--- config.mk ---
export PLATFORM = sky130hd
export DESIGN_NAME = bounded_unique_set_store_flat
export DESIGN_NICKNAME = d
export VERILOG_FILES = /design/src/hw/rtl/busu_pkg.sv /design/src/hw/rtl/busu_channels.sv /design/src/hw/rtl/bounded_unique_set_store.sv /design/src/hw/rtl/busu_ram.sv /design/src/hw/rtl/busu_datapath.sv /design/src/hw/rtl/busu_controller.sv /design/src/flat_wrapper.sv
export SDC_FILE = /design/constraint.sdc
export NUM_CORES = 2
export LEC_CHECK = 0
export ABC_AREA = 1
export BUFFER_PORTS_ARGS = -buffer_cell sky130_fd_sc_hd__buf_4
export CAP_MARGIN = 10
export CORE_MARGIN = 5
export CORE_UTILIZATION = 55
export CTS_CLUSTER_DIAMETER = 40
export CTS_CLUSTER_SIZE = 8
export DETAILED_ROUTE_END_ITERATION = 8
export GPL_TIMING_DRIVEN = 0
export PLACE_DENSITY = 0.79
export SLEW_MARGIN = 10
export SYNTH_ARGS = -nofsm -noshare
export SYNTH_HDL_FRONTEND = slang
export SYNTH_HIERARCHICAL = 1
export SYNTH_SLANG_ARGS = --single-unit
export TNS_END_PERCENT = 30
--- constraint.sdc ---
create_clock -name clock -period 17.74 [get_ports clock]
set_clock_uncertainty 0.2 [all_clocks]
set_input_delay 0.887 -clock clock [delete_from_list [all_inputs] [get_ports clock]]
set_output_delay 0.887 -clock clock [all_outputs]
set_load 0.1 [all_outputs]
--- src/hw/rtl/busu_pkg.sv ---
// Shared definitions for the bounded unique set store: field widths, request
// and status codes, and the command/status bundles between controller and datapath.
// No dependencies.
`default_nettype none

package busu_pkg;

   localparam int REQ_W    = 3;
   localparam int VALUE_W  = 32;
   localparam int POS_W    = 6;
   localparam int STATUS_W = 3;
   localparam int COUNT_W  = 6;

   localparam logic [REQ_W-1:0] OP_APPEND   = 3'd0;
   localparam logic [REQ_W-1:0] OP_REMOVE   = 3'd1;
   localparam logic [REQ_W-1:0] OP_CONTAINS = 3'd2;
   localparam logic [REQ_W-1:0] OP_READ     = 3'd3;
   localparam logic [REQ_W-1:0] OP_CLEAR    = 3'd4;

   localparam logic [STATUS_W-1:0] ST_OK       = 3'd0;
   localparam logic [STATUS_W-1:0] ST_FULL     = 3'd1;
   localparam logic [STATUS_W-1:0] ST_DUP      = 3'd2;
   localparam logic [STATUS_W-1:0] ST_NOTFOUND = 3'd3;
   localparam logic [STATUS_W-1:0] ST_INVALID  = 3'd4;

   localparam logic [VALUE_W-1:0] ALL_ONES = '1;

   // controller -> datapath
   typedef struct packed {
      logic load;      // capture request word, reset scan pointers
      logic scan;      // walk the list one entry per cycle
      logic read_pos;  // issue the single read for a position request
      logic finish;    // resolve result, update count, load response word
   } busu_cmd_type;

   // datapath -> controller
   typedef struct packed {
      logic need_scan;
      logic need_read;
      logic scan_done;
   } busu_status_type;

endpackage

`default_nettype wire

--- src/hw/rtl/busu_channels.sv ---
// Valid/ready channel interfaces for the request and response words.
// Depends on busu_pkg for field widths.
`default_nettype none

interface busu_req_if import busu_pkg::*; ();
   logic               valid;
   logic               ready;
   logic [REQ_W-1:0]   req_type;
   logic [VALUE_W-1:0] value;
   logic [POS_W-1:0]   position;

   modport source (output valid, output req_type, output value, output position,
                   input ready);
   modport sink   (input valid, input req_type, input value, input position,
                   output ready);
endinterface

interface busu_rsp_if import busu_pkg::*; ();
   logic                valid;
   logic                ready;
   logic [STATUS_W-1:0] status;
   logic [VALUE_W-1:0]  read_value;
   logic [COUNT_W-1:0]  count;

   modport source (output valid, output status, output read_value, output count,
                   input ready);
   modport sink   (input valid, input status, input read_value, input count,
                   output ready);
endinterface

`default_nettype wire

--- src/hw/rtl/bounded_unique_set_store.sv ---
// Top level of the bounded unique set store: controller plus datapath.
// Depends on busu_pkg, busu_channels, busu_controller, busu_datapath.
//
//   channel    dir   fields                          word moved
//   req_chan   in    req_type, value, position       one request
//   rsp_chan   out   status, read_value, count       one result per request
//
// Append, remove and contains walk the stored entries through the single
// RAM read port, one per cycle. Read, clear, append of zero and refused
// requests skip the walk. One request is in work at a time; the next is
// accepted while the previous response still waits.
// Synchronous reset empties the list; entry RAM contents are not cleared.
// A stalled response holds the block in its finish step until taken.
`default_nettype none

module bounded_unique_set_store import busu_pkg::*; #(
   parameter int CAPACITY = 32
) (
   input wire logic clock,
   input wire logic reset,
   busu_req_if.sink   req_chan,
   busu_rsp_if.source rsp_chan
);

   busu_cmd_type    cmd;
   busu_status_type stat;

   busu_controller u_ctrl (
      .clock     (clock),
      .reset     (reset),
      .req_valid (req_chan.valid),
      .req_ready (req_chan.ready),
      .rsp_valid (rsp_chan.valid),
      .rsp_ready (rsp_chan.ready),
      .stat      (stat),
      .cmd       (cmd)
   );

   busu_datapath #(
      .CAPACITY (CAPACITY)
   ) u_dp (
      .clock          (clock),
      .reset          (reset),
      .cmd            (cmd),
      .stat           (stat),
      .req_type       (req_chan.req_type),
      .req_value      (req_chan.value),
      .req_position   (req_chan.position),
      .rsp_status     (rsp_chan.status),
      .rsp_read_value (rsp_chan.read_value),
      .rsp_count      (rsp_chan.count)
   );

   a_one_cmd: assert property (@(posedge clock) disable iff (reset)
      $onehot0({cmd.load, cmd.scan, cmd.read_pos, cmd.finish}))
      else $error("more than one datapath command at once");

   a_busy_after_accept: assert property (@(posedge clock) disable iff (reset)
      (req_chan.valid && req_chan.ready) |=> !req_chan.ready)
      else $error("request taken while previous one still in work");

   a_finish_shows: assert property (@(posedge clock) disable iff (reset)
      cmd.finish |=> rsp_chan.valid)
      else $error("finished result not presented");

   a_full_count: assert property (@(posedge clock) disable iff (reset)
      (rsp_chan.valid && (rsp_chan.status == ST_FULL)) |->
         (rsp_chan.count == COUNT_W'(CAPACITY)))
      else $error("full status with count below capacity");

endmodule

`default_nettype wire

--- src/hw/rtl/busu_ram.sv ---
// Generic single-write, single-read RAM with registered read data.
// No dependencies.
`default_nettype none

module busu_ram #(
   parameter int WIDTH = 32,
   parameter int DEPTH = 32,
   localparam int AW   = (DEPTH > 1) ? $clog2(DEPTH) : 1
) (
   input  wire logic             clock,
   input  wire logic             wr_en,
   input  wire logic [AW-1:0]    wr_addr,
   input  wire logic [WIDTH-1:0] wr_data,
   input  wire logic             rd_en,
   input  wire logic [AW-1:0]    rd_addr,
   output logic      [WIDTH-1:0] rd_data
);

   logic [WIDTH-1:0] mem_ff [DEPTH];
   logic [WIDTH-1:0] rd_data_ff;

   always_ff @(posedge clock) begin
      if (wr_en) begin
         mem_ff[wr_addr] <= wr_data;
      end
      if (rd_en) begin
         rd_data_ff <= mem_ff[rd_addr];
      end
   end

   assign rd_data = rd_data_ff;

endmodule

`default_nettype wire

--- src/hw/rtl/busu_datapath.sv ---
// Datapath of the set store: request registers, entry count, scan pointers,
// entry RAM and response registers. Depends on busu_pkg and busu_ram.
`default_nettype none

module busu_datapath import busu_pkg::*; #(
   parameter int CAPACITY = 32
) (
   input  wire logic                clock,
   input  wire logic                reset,
   input  wire busu_cmd_type        cmd,
   output busu_status_type          stat,
   input  wire logic [REQ_W-1:0]    req_type,
   input  wire logic [VALUE_W-1:0]  req_value,
   input  wire logic [POS_W-1:0]    req_position,
   output logic      [STATUS_W-1:0] rsp_status,
   output logic      [VALUE_W-1:0]  rsp_read_value,
   output logic      [COUNT_W-1:0]  rsp_count
);

   localparam int AW = (CAPACITY > 1) ? $clog2(CAPACITY) : 1;
   localparam int CW = $clog2(CAPACITY + 1);
   localparam int PW = (CW > POS_W) ? CW : POS_W;
   localparam logic [CW-1:0] CAP_C = CW'(CAPACITY);

   logic [REQ_W-1:0]    op_ff;
   logic [VALUE_W-1:0]  value_ff;
   logic [POS_W-1:0]    pos_ff;
   logic [CW-1:0]       count_ff, count_in;
   logic [CW-1:0]       addr_ff;
   logic [AW-1:0]       tag_ff;
   logic                pend_ff;
   logic                found_ff;
   logic [STATUS_W-1:0] status_ff, status_in;
   logic [VALUE_W-1:0]  rv_ff, rv_in;
   logic [COUNT_W-1:0]  cnt_out_ff;

   logic               full;
   logic [PW-1:0]      pos_ext;
   logic [PW-1:0]      cnt_ext;
   logic               pos_ok;
   logic               issue;
   logic               hit;
   logic               shift_wr;
   logic               append_wr;
   logic               ram_wr_en;
   logic [AW-1:0]      ram_wr_addr;
   logic [VALUE_W-1:0] ram_wr_data;
   logic               ram_rd_en;
   logic [AW-1:0]      ram_rd_addr;
   logic [VALUE_W-1:0] ram_rd_data;

   assign full    = (count_ff >= CAP_C);
   assign pos_ext = PW'(pos_ff);
   assign cnt_ext = PW'(count_ff);
   assign pos_ok  = (pos_ext != '0) && (pos_ext <= cnt_ext);

   assign issue     = cmd.scan && (addr_ff < count_ff);
   // first match only; after it, remove moves each later entry down one slot
   assign hit       = pend_ff && !found_ff && (ram_rd_data == value_ff);
   assign shift_wr  = pend_ff && found_ff && (op_ff == OP_REMOVE);
   assign append_wr = cmd.finish && (op_ff == OP_APPEND) && !full &&
                      !((value_ff != '0) && found_ff);

   assign ram_wr_en   = shift_wr || append_wr;
   assign ram_wr_addr = append_wr ? count_ff[AW-1:0] : (tag_ff - AW'(1));
   assign ram_wr_data = append_wr ? value_ff : ram_rd_data;
   assign ram_rd_en   = issue || cmd.read_pos;
   assign ram_rd_addr = cmd.read_pos ? AW'(pos_ext - PW'(1)) : addr_ff[AW-1:0];

   busu_ram #(
      .WIDTH (VALUE_W),
      .DEPTH (CAPACITY)
   ) u_entries (
      .clock   (clock),
      .wr_en   (ram_wr_en),
      .wr_addr (ram_wr_addr),
      .wr_data (ram_wr_data),
      .rd_en   (ram_rd_en),
      .rd_addr (ram_rd_addr),
      .rd_data (ram_rd_data)
   );

   always_comb begin
      stat.need_scan = ((op_ff == OP_APPEND) && !full && (value_ff != '0)) ||
                       (op_ff == OP_REMOVE) ||
                       ((op_ff == OP_CONTAINS) && (value_ff != '0) && (count_ff != '0));
      stat.need_read = (op_ff == OP_READ) && pos_ok;
      stat.scan_done = (addr_ff >= count_ff) && !pend_ff;
   end

   always_comb begin
      status_in = ST_INVALID;
      rv_in     = ALL_ONES;
      count_in  = count_ff;
      unique case (op_ff)
         OP_APPEND: begin
            if (full) begin
               status_in = ST_FULL;
            end else if ((value_ff != '0) && found_ff) begin
               status_in = ST_DUP;
            end else begin
               status_in = ST_OK;
               count_in  = count_ff + CW'(1);
            end
         end
         OP_REMOVE: begin
            if (found_ff) begin
               status_in = ST_OK;
               rv_in     = value_ff;
               count_in  = count_ff - CW'(1);
            end else begin
               status_in = ST_NOTFOUND;
            end
         end
         OP_CONTAINS: begin
            if ((value_ff == '0) || (count_ff == '0)) begin
               status_in = ST_INVALID;
            end else if (found_ff) begin
               status_in = ST_OK;
            end else begin
               status_in = ST_NOTFOUND;
            end
         end
         OP_READ: begin
            if (pos_ok) begin
               status_in = ST_OK;
               rv_in     = ram_rd_data;
            end
         end
         OP_CLEAR: begin
            status_in = ST_OK;
            count_in  = '0;
         end
         default: begin
            status_in = ST_INVALID;
         end
      endcase
   end

   always_ff @(posedge clock) begin
      if (reset) begin
         count_ff <= '0;
         pend_ff  <= 1'b0;
         found_ff <= 1'b0;
         addr_ff  <= '0;
      end else begin
         if (cmd.load) begin
            addr_ff  <= '0;
            pend_ff  <= 1'b0;
            found_ff <= 1'b0;
         end else begin
            pend_ff <= issue;
            if (issue) begin
               addr_ff <= addr_ff + CW'(1);
            end
            if (hit) begin
               found_ff <= 1'b1;
            end
         end
         if (cmd.finish) begin
            count_ff <= count_in;
         end
      end
   end

   always_ff @(posedge clock) begin
      if (cmd.load) begin
         op_ff    <= req_type;
         value_ff <= req_value;
         pos_ff   <= req_position;
      end
      if (issue) begin
         tag_ff <= addr_ff[AW-1:0];
      end
      if (cmd.finish) begin
         status_ff  <= status_in;
         rv_ff      <= rv_in;
         cnt_out_ff <= COUNT_W'(count_in);
      end
   end

   assign rsp_status     = status_ff;
   assign rsp_read_value = rv_ff;
   assign rsp_count      = cnt_out_ff;

endmodule

`default_nettype wire

--- src/hw/rtl/busu_controller.sv ---
// Sequencer of the set store: accepts a request word, drives load, read, scan
// and finish commands, and owns the response valid flag. Depends on busu_pkg.
`default_nettype none

module busu_controller import busu_pkg::*; (
   input  wire logic            clock,
   input  wire logic            reset,
   input  wire logic            req_valid,
   output logic                 req_ready,
   output logic                 rsp_valid,
   input  wire logic            rsp_ready,
   input  wire busu_status_type stat,
   output busu_cmd_type         cmd
);

   typedef enum logic [1:0] {
      S_IDLE,
      S_DECODE,
      S_SCAN,
      S_FINISH
   } state_type;

   state_type state_ff;
   logic      out_valid_ff;

   assign req_ready = (state_ff == S_IDLE);
   assign rsp_valid = out_valid_ff;

   always_comb begin
      cmd.load     = (state_ff == S_IDLE) && req_valid;
      cmd.scan     = (state_ff == S_SCAN);
      cmd.read_pos = (state_ff == S_DECODE) && stat.need_read;
      // hold the result until the response register is free
      cmd.finish   = (state_ff == S_FINISH) && (!out_valid_ff || rsp_ready);
   end

   always_ff @(posedge clock) begin
      if (reset) begin
         state_ff     <= S_IDLE;
         out_valid_ff <= 1'b0;
      end else begin
         if (cmd.finish) begin
            out_valid_ff <= 1'b1;
         end else if (rsp_ready) begin
            out_valid_ff <= 1'b0;
         end
         unique case (state_ff)
            S_IDLE: begin
               if (req_valid) begin
                  state_ff <= S_DECODE;
               end
            end
            S_DECODE: begin
               state_ff <= stat.need_scan ? S_SCAN : S_FINISH;
            end
            S_SCAN: begin
               if (stat.scan_done) begin
                  state_ff <= S_FINISH;
               end
            end
            S_FINISH: begin
               if (cmd.finish) begin
                  state_ff <= S_IDLE;
               end
            end
            default: begin
               state_ff <= S_IDLE;
            end
         endcase
      end
   end

endmodule

`default_nettype wire
--- src/flat_wrapper.sv ---
// flat-port wrapper written by rule: the top's interface ports become plain ports
module bounded_unique_set_store_flat import busu_pkg::*;
#(
   parameter int CAPACITY = 32
)
  (clock, reset, req_chan_valid, req_chan_req_type, req_chan_value, req_chan_position, req_chan_ready, rsp_chan_valid, rsp_chan_status, rsp_chan_read_value, rsp_chan_count, rsp_chan_ready);
  busu_req_if req_chan_i ();
  busu_rsp_if rsp_chan_i ();
  input wire logic clock;
  input wire logic reset;
  input wire logic [$bits(req_chan_i.valid)-1:0] req_chan_valid;
  input wire logic [$bits(req_chan_i.req_type)-1:0] req_chan_req_type;
  input wire logic [$bits(req_chan_i.value)-1:0] req_chan_value;
  input wire logic [$bits(req_chan_i.position)-1:0] req_chan_position;
  output wire logic [$bits(req_chan_i.ready)-1:0] req_chan_ready;
  output wire logic [$bits(rsp_chan_i.valid)-1:0] rsp_chan_valid;
  output wire logic [$bits(rsp_chan_i.status)-1:0] rsp_chan_status;
  output wire logic [$bits(rsp_chan_i.read_value)-1:0] rsp_chan_read_value;
  output wire logic [$bits(rsp_chan_i.count)-1:0] rsp_chan_count;
  input wire logic [$bits(rsp_chan_i.ready)-1:0] rsp_chan_ready;
  assign req_chan_i.valid = req_chan_valid;
  assign req_chan_i.req_type = req_chan_req_type;
  assign req_chan_i.value = req_chan_value;
  assign req_chan_i.position = req_chan_position;
  assign req_chan_ready = req_chan_i.ready;
  assign rsp_chan_valid = rsp_chan_i.valid;
  assign rsp_chan_status = rsp_chan_i.status;
  assign rsp_chan_read_value = rsp_chan_i.read_value;
  assign rsp_chan_count = rsp_chan_i.count;
  assign rsp_chan_i.ready = rsp_chan_ready;
  bounded_unique_set_store #(.CAPACITY(CAPACITY)) u_core (.clock(clock), .reset(reset), .req_chan(req_chan_i), .rsp_chan(rsp_chan_i));
endmodule
==> metrics <==
Post-synth top flop=edfxtp_1; nets@finish=4560; Critical Path End Type=register; Sum Neg Setup Slack=0 ns; Post-synth EDFFs=1143; Pwr per Cell Area=122 mW/mm2; critical path class=reg2reg; largest family of logic cells by synthesized area=simple AND/OR/NAND/NOR gates; adder-cell share of the synthesized area=0.593%; Die W=307 um; sequential share of the synthesized area=71.4%; crit path DAT=6.48 ns; site row count=109; P&R area growth vs syn=18.1%; ys async rst share=0%; Peak Freq=161 MHz; first-pass GRT wire length=212 mm; Total Routed Length=147 mm; Tmin final=6.23 ns; peak supply drop=0.124 mV; reg2reg setup slack=11.51 ns; post-synthesis mux area share=0.185%; dpl ws=11.49 ns; Yosys cell types=45; port bufs=87; syn_area_per_cell=11.6 um2; CORE AREA=0.0880 mm2; starting density of the core=55.2%; max-slew violations=0; period utilization=35.1%; vias in the first global route=33900; Synth Area in Compound Gates=1.68%; PnR worst setup slack=11.51 ns; XOR/XNOR Fraction of Synth Area=0.289%; hold crit path type=in2reg; io pins=88; Setup Fix Bufs, Post-CTS=0; dpl cell area=0.0525 mm2; Area contributors post-synth=edfxtp_1 71%, nand2_1 12%, nand3_1 8.3%, buf_6 1.6%, buf_2 0.90%; Power Internal=0.00514 W; Yosys warning total=6; Die Height=307 um; worst rel slew slack=13.8%; vias per inst=6.22; status=complete, no violations; Final Instance Area=0.0573 mm2; fraction of layout cells with a size suffix above 1=13.6%; Worst Setup Start Kind=register; commonest cells in the netlist=1578 x nand2_1, 1143 x edfxtp_1, 808 x nand3_1; Max-cap violations=0; CP max FO=18; clock tree buffer depth=3; clock share of power=41.4%; Fillers=5831; clock latency on the worst-skew pair=0.76 ns; Req. time, crit path=17.99 ns; initial antenna violation count=6; Post-CTS Hold Buffers=0; worst slew pin tran=1.28 ns; Synth area leader=edfxtp_1; post_cts resized=0; drt drc=0; CTS buffer count=169; count leader, synth=nand2_1; routability cong.=1.01; hold slack=0.101 ns; DR pass1 iterations=8; largest net degree at the start of global routing=33; clock slew at reported path FFs=0.05 ns; drt wl/cell=25.7 um; Post-Syn Instances=4177; RSZ-0062 raised after global routing=no; via count=35500; Total GRT Usage=30.5%; net switching power=0.00183 W; final hold vios=0; Lkg Pwr=21.2 nW; Seq pwr share=45.7%; total grt overflow=0; Synth Area in Simple Gates=21.8%; Sw Ratio=26.3%; DP Wirelength=97.3 mm; combinational share of power=12.9%; Initial DRC Count=5268; Net Count, Synth=4245; Post-Syn Area=0.0486 mm2; flops & latches, synth=1160; ANT nets after route=0; CTS tree=yes; H-tree depth=4; CTS Root Cell=clkbuf_16; full die area=0.0944 mm2; Setup Viol. Count Final=0; top cell type's share of synthesized area=70.7%; clk sinks=1160
path summary, 6_finish.rpt:
| path | from | endpoint | depth (start not counted) |
|---|---|---|---|
| max | u_core/u_ctrl/state_ff[0] | u_core/u_dp/u_entries/mem_ff[31][11] | 10 |
| min | req_chan_value[19] | u_core/u_dp/value_ff[19] | 1 |
| max reg2reg | u_core/u_ctrl/state_ff[0] | u_core/u_dp/u_entries/mem_ff[31][11] | 10 |
| min reg2reg | u_core/u_ctrl/state_ff[0] | u_core/u_ctrl/state_ff[0] | 2 |
flip-flops by register name (all words and copies together) (netlist names):
| signal | cells |
|---|---|
| u_core/u_dp/rsp_count | 6 |
| u_core/u_dp/rsp_read_value | 32 |
| u_core/u_dp/pos_ext | 6 |
| u_core/u_dp/cnt_ext | 6 |
| u_core/u_dp/value_ff | 32 |
| u_core/u_dp/u_entries/rd_data | 32 |
| u_core/u_dp/op_ff | 3 |
| u_core/u_dp/rsp_status | 3 |
| u_core/u_dp/found_ff | 1 |
| u_core/u_dp/addr_ff | 6 |
| u_core/u_dp/u_entries/mem_ff | 1024 |
| u_core/u_ctrl/state_ff | 2 |
| u_core/u_dp/tag_ff | 5 |
| u_core/u_dp/pend_ff | 1 |
| u_core/u_ctrl/rsp_valid | 1 |
cell usage in the layout, fill, tap and decap left out, types with 9 or more instances in the layout:
master / n
inv_1: 79
nand2_1: 1577
edfxtp_1: 1143
nor3_1: 9
o21ai_4: 20
dfxtp_1: 17
clkbuf_16: 170
buf_2: 87
o21ai_0: 17
buf_6: 68
nand3_1: 808
nor2_4: 33
buf_4: 112
clkbuf_1: 54
o32ai_1: 32
ha_1: 23
nor2_1: 49
buf_16: 29
a21oi_1: 22
nand4_1: 16
buf_1: 18
buf_12: 26
per-layer routing:
layer	routed length, um	share of wire [%]	up-vias	global-route usage, %
li1	-	-	15200	-
met1	49300	34	16700	39.0
met2	66000	45	3001	46.9
met3	21700	15	545	8.83
met4	9800	6.7	6	17.8
met5	107	0.073	-	0.556
metrics by stage:
stage | std cells | power, W | utilization (%)
final | 5708 | 0.00697 | 65.2
after global routing | 5701 | 0.00717 | 65.2
after CTS | 5699 | 0.00695 | 65.1
after detailed placement | 5485 | 0.00409 | 59.7
after global placement | 5429 | 0.00401 | 57.6
after floorplan | 4177 | 0.00372 | -
kinds of logic after synthesis:
family	Yosys count
xor gates and xnor gates	16
and+or+nand+nor	2514
AOI/OAI and AO/OA	126
buffers and inverters	332
DFF	1160
muxes	6
adders and majority gates	23
power by group through the flow:
stage	logic (W)	registers, W	clock network (W)
global route	0.000940	0.00319	0.00304
finish	0.000897	0.00319	0.00289
floorplan	0.000448	0.00327	0
global placement	0.000768	0.00325	0
detailed placement	0.000856	0.00323	0
CTS	0.000867	0.00319	0.00290
worst max-delay path, cell delays in order (launching register included):
cell and delay, ns:
dfxtp_1 0.40, ha_1 0.20, inv_1 0.08, a21oi_4 0.53, clkbuf_1 0.41, nand3_2 0.24, clkbuf_1 0.50, o21ai_0 1.17
nand3_1 1.00, nor2_4 0.92, buf_16 0.25
layout make-up:
class / count / area (um2) / area share [%]
inverters: 90 / 345 / 0.602
flip-flops and latches: 1160 / 34700 / 60.5
plain buffers: 242 / 1660 / 2.89
diodes: 8 / 20.0 / 0.0349
multi-input cells: 2685 / 12400 / 21.7
well taps: 1165 / 1460 / 2.54
clock inverters: 29 / 447 / 0.779
repair buffers: 144 / 1990 / 3.48
clock buffers: 185 / 4330 / 7.55
(Power assumes the default switching activity.)
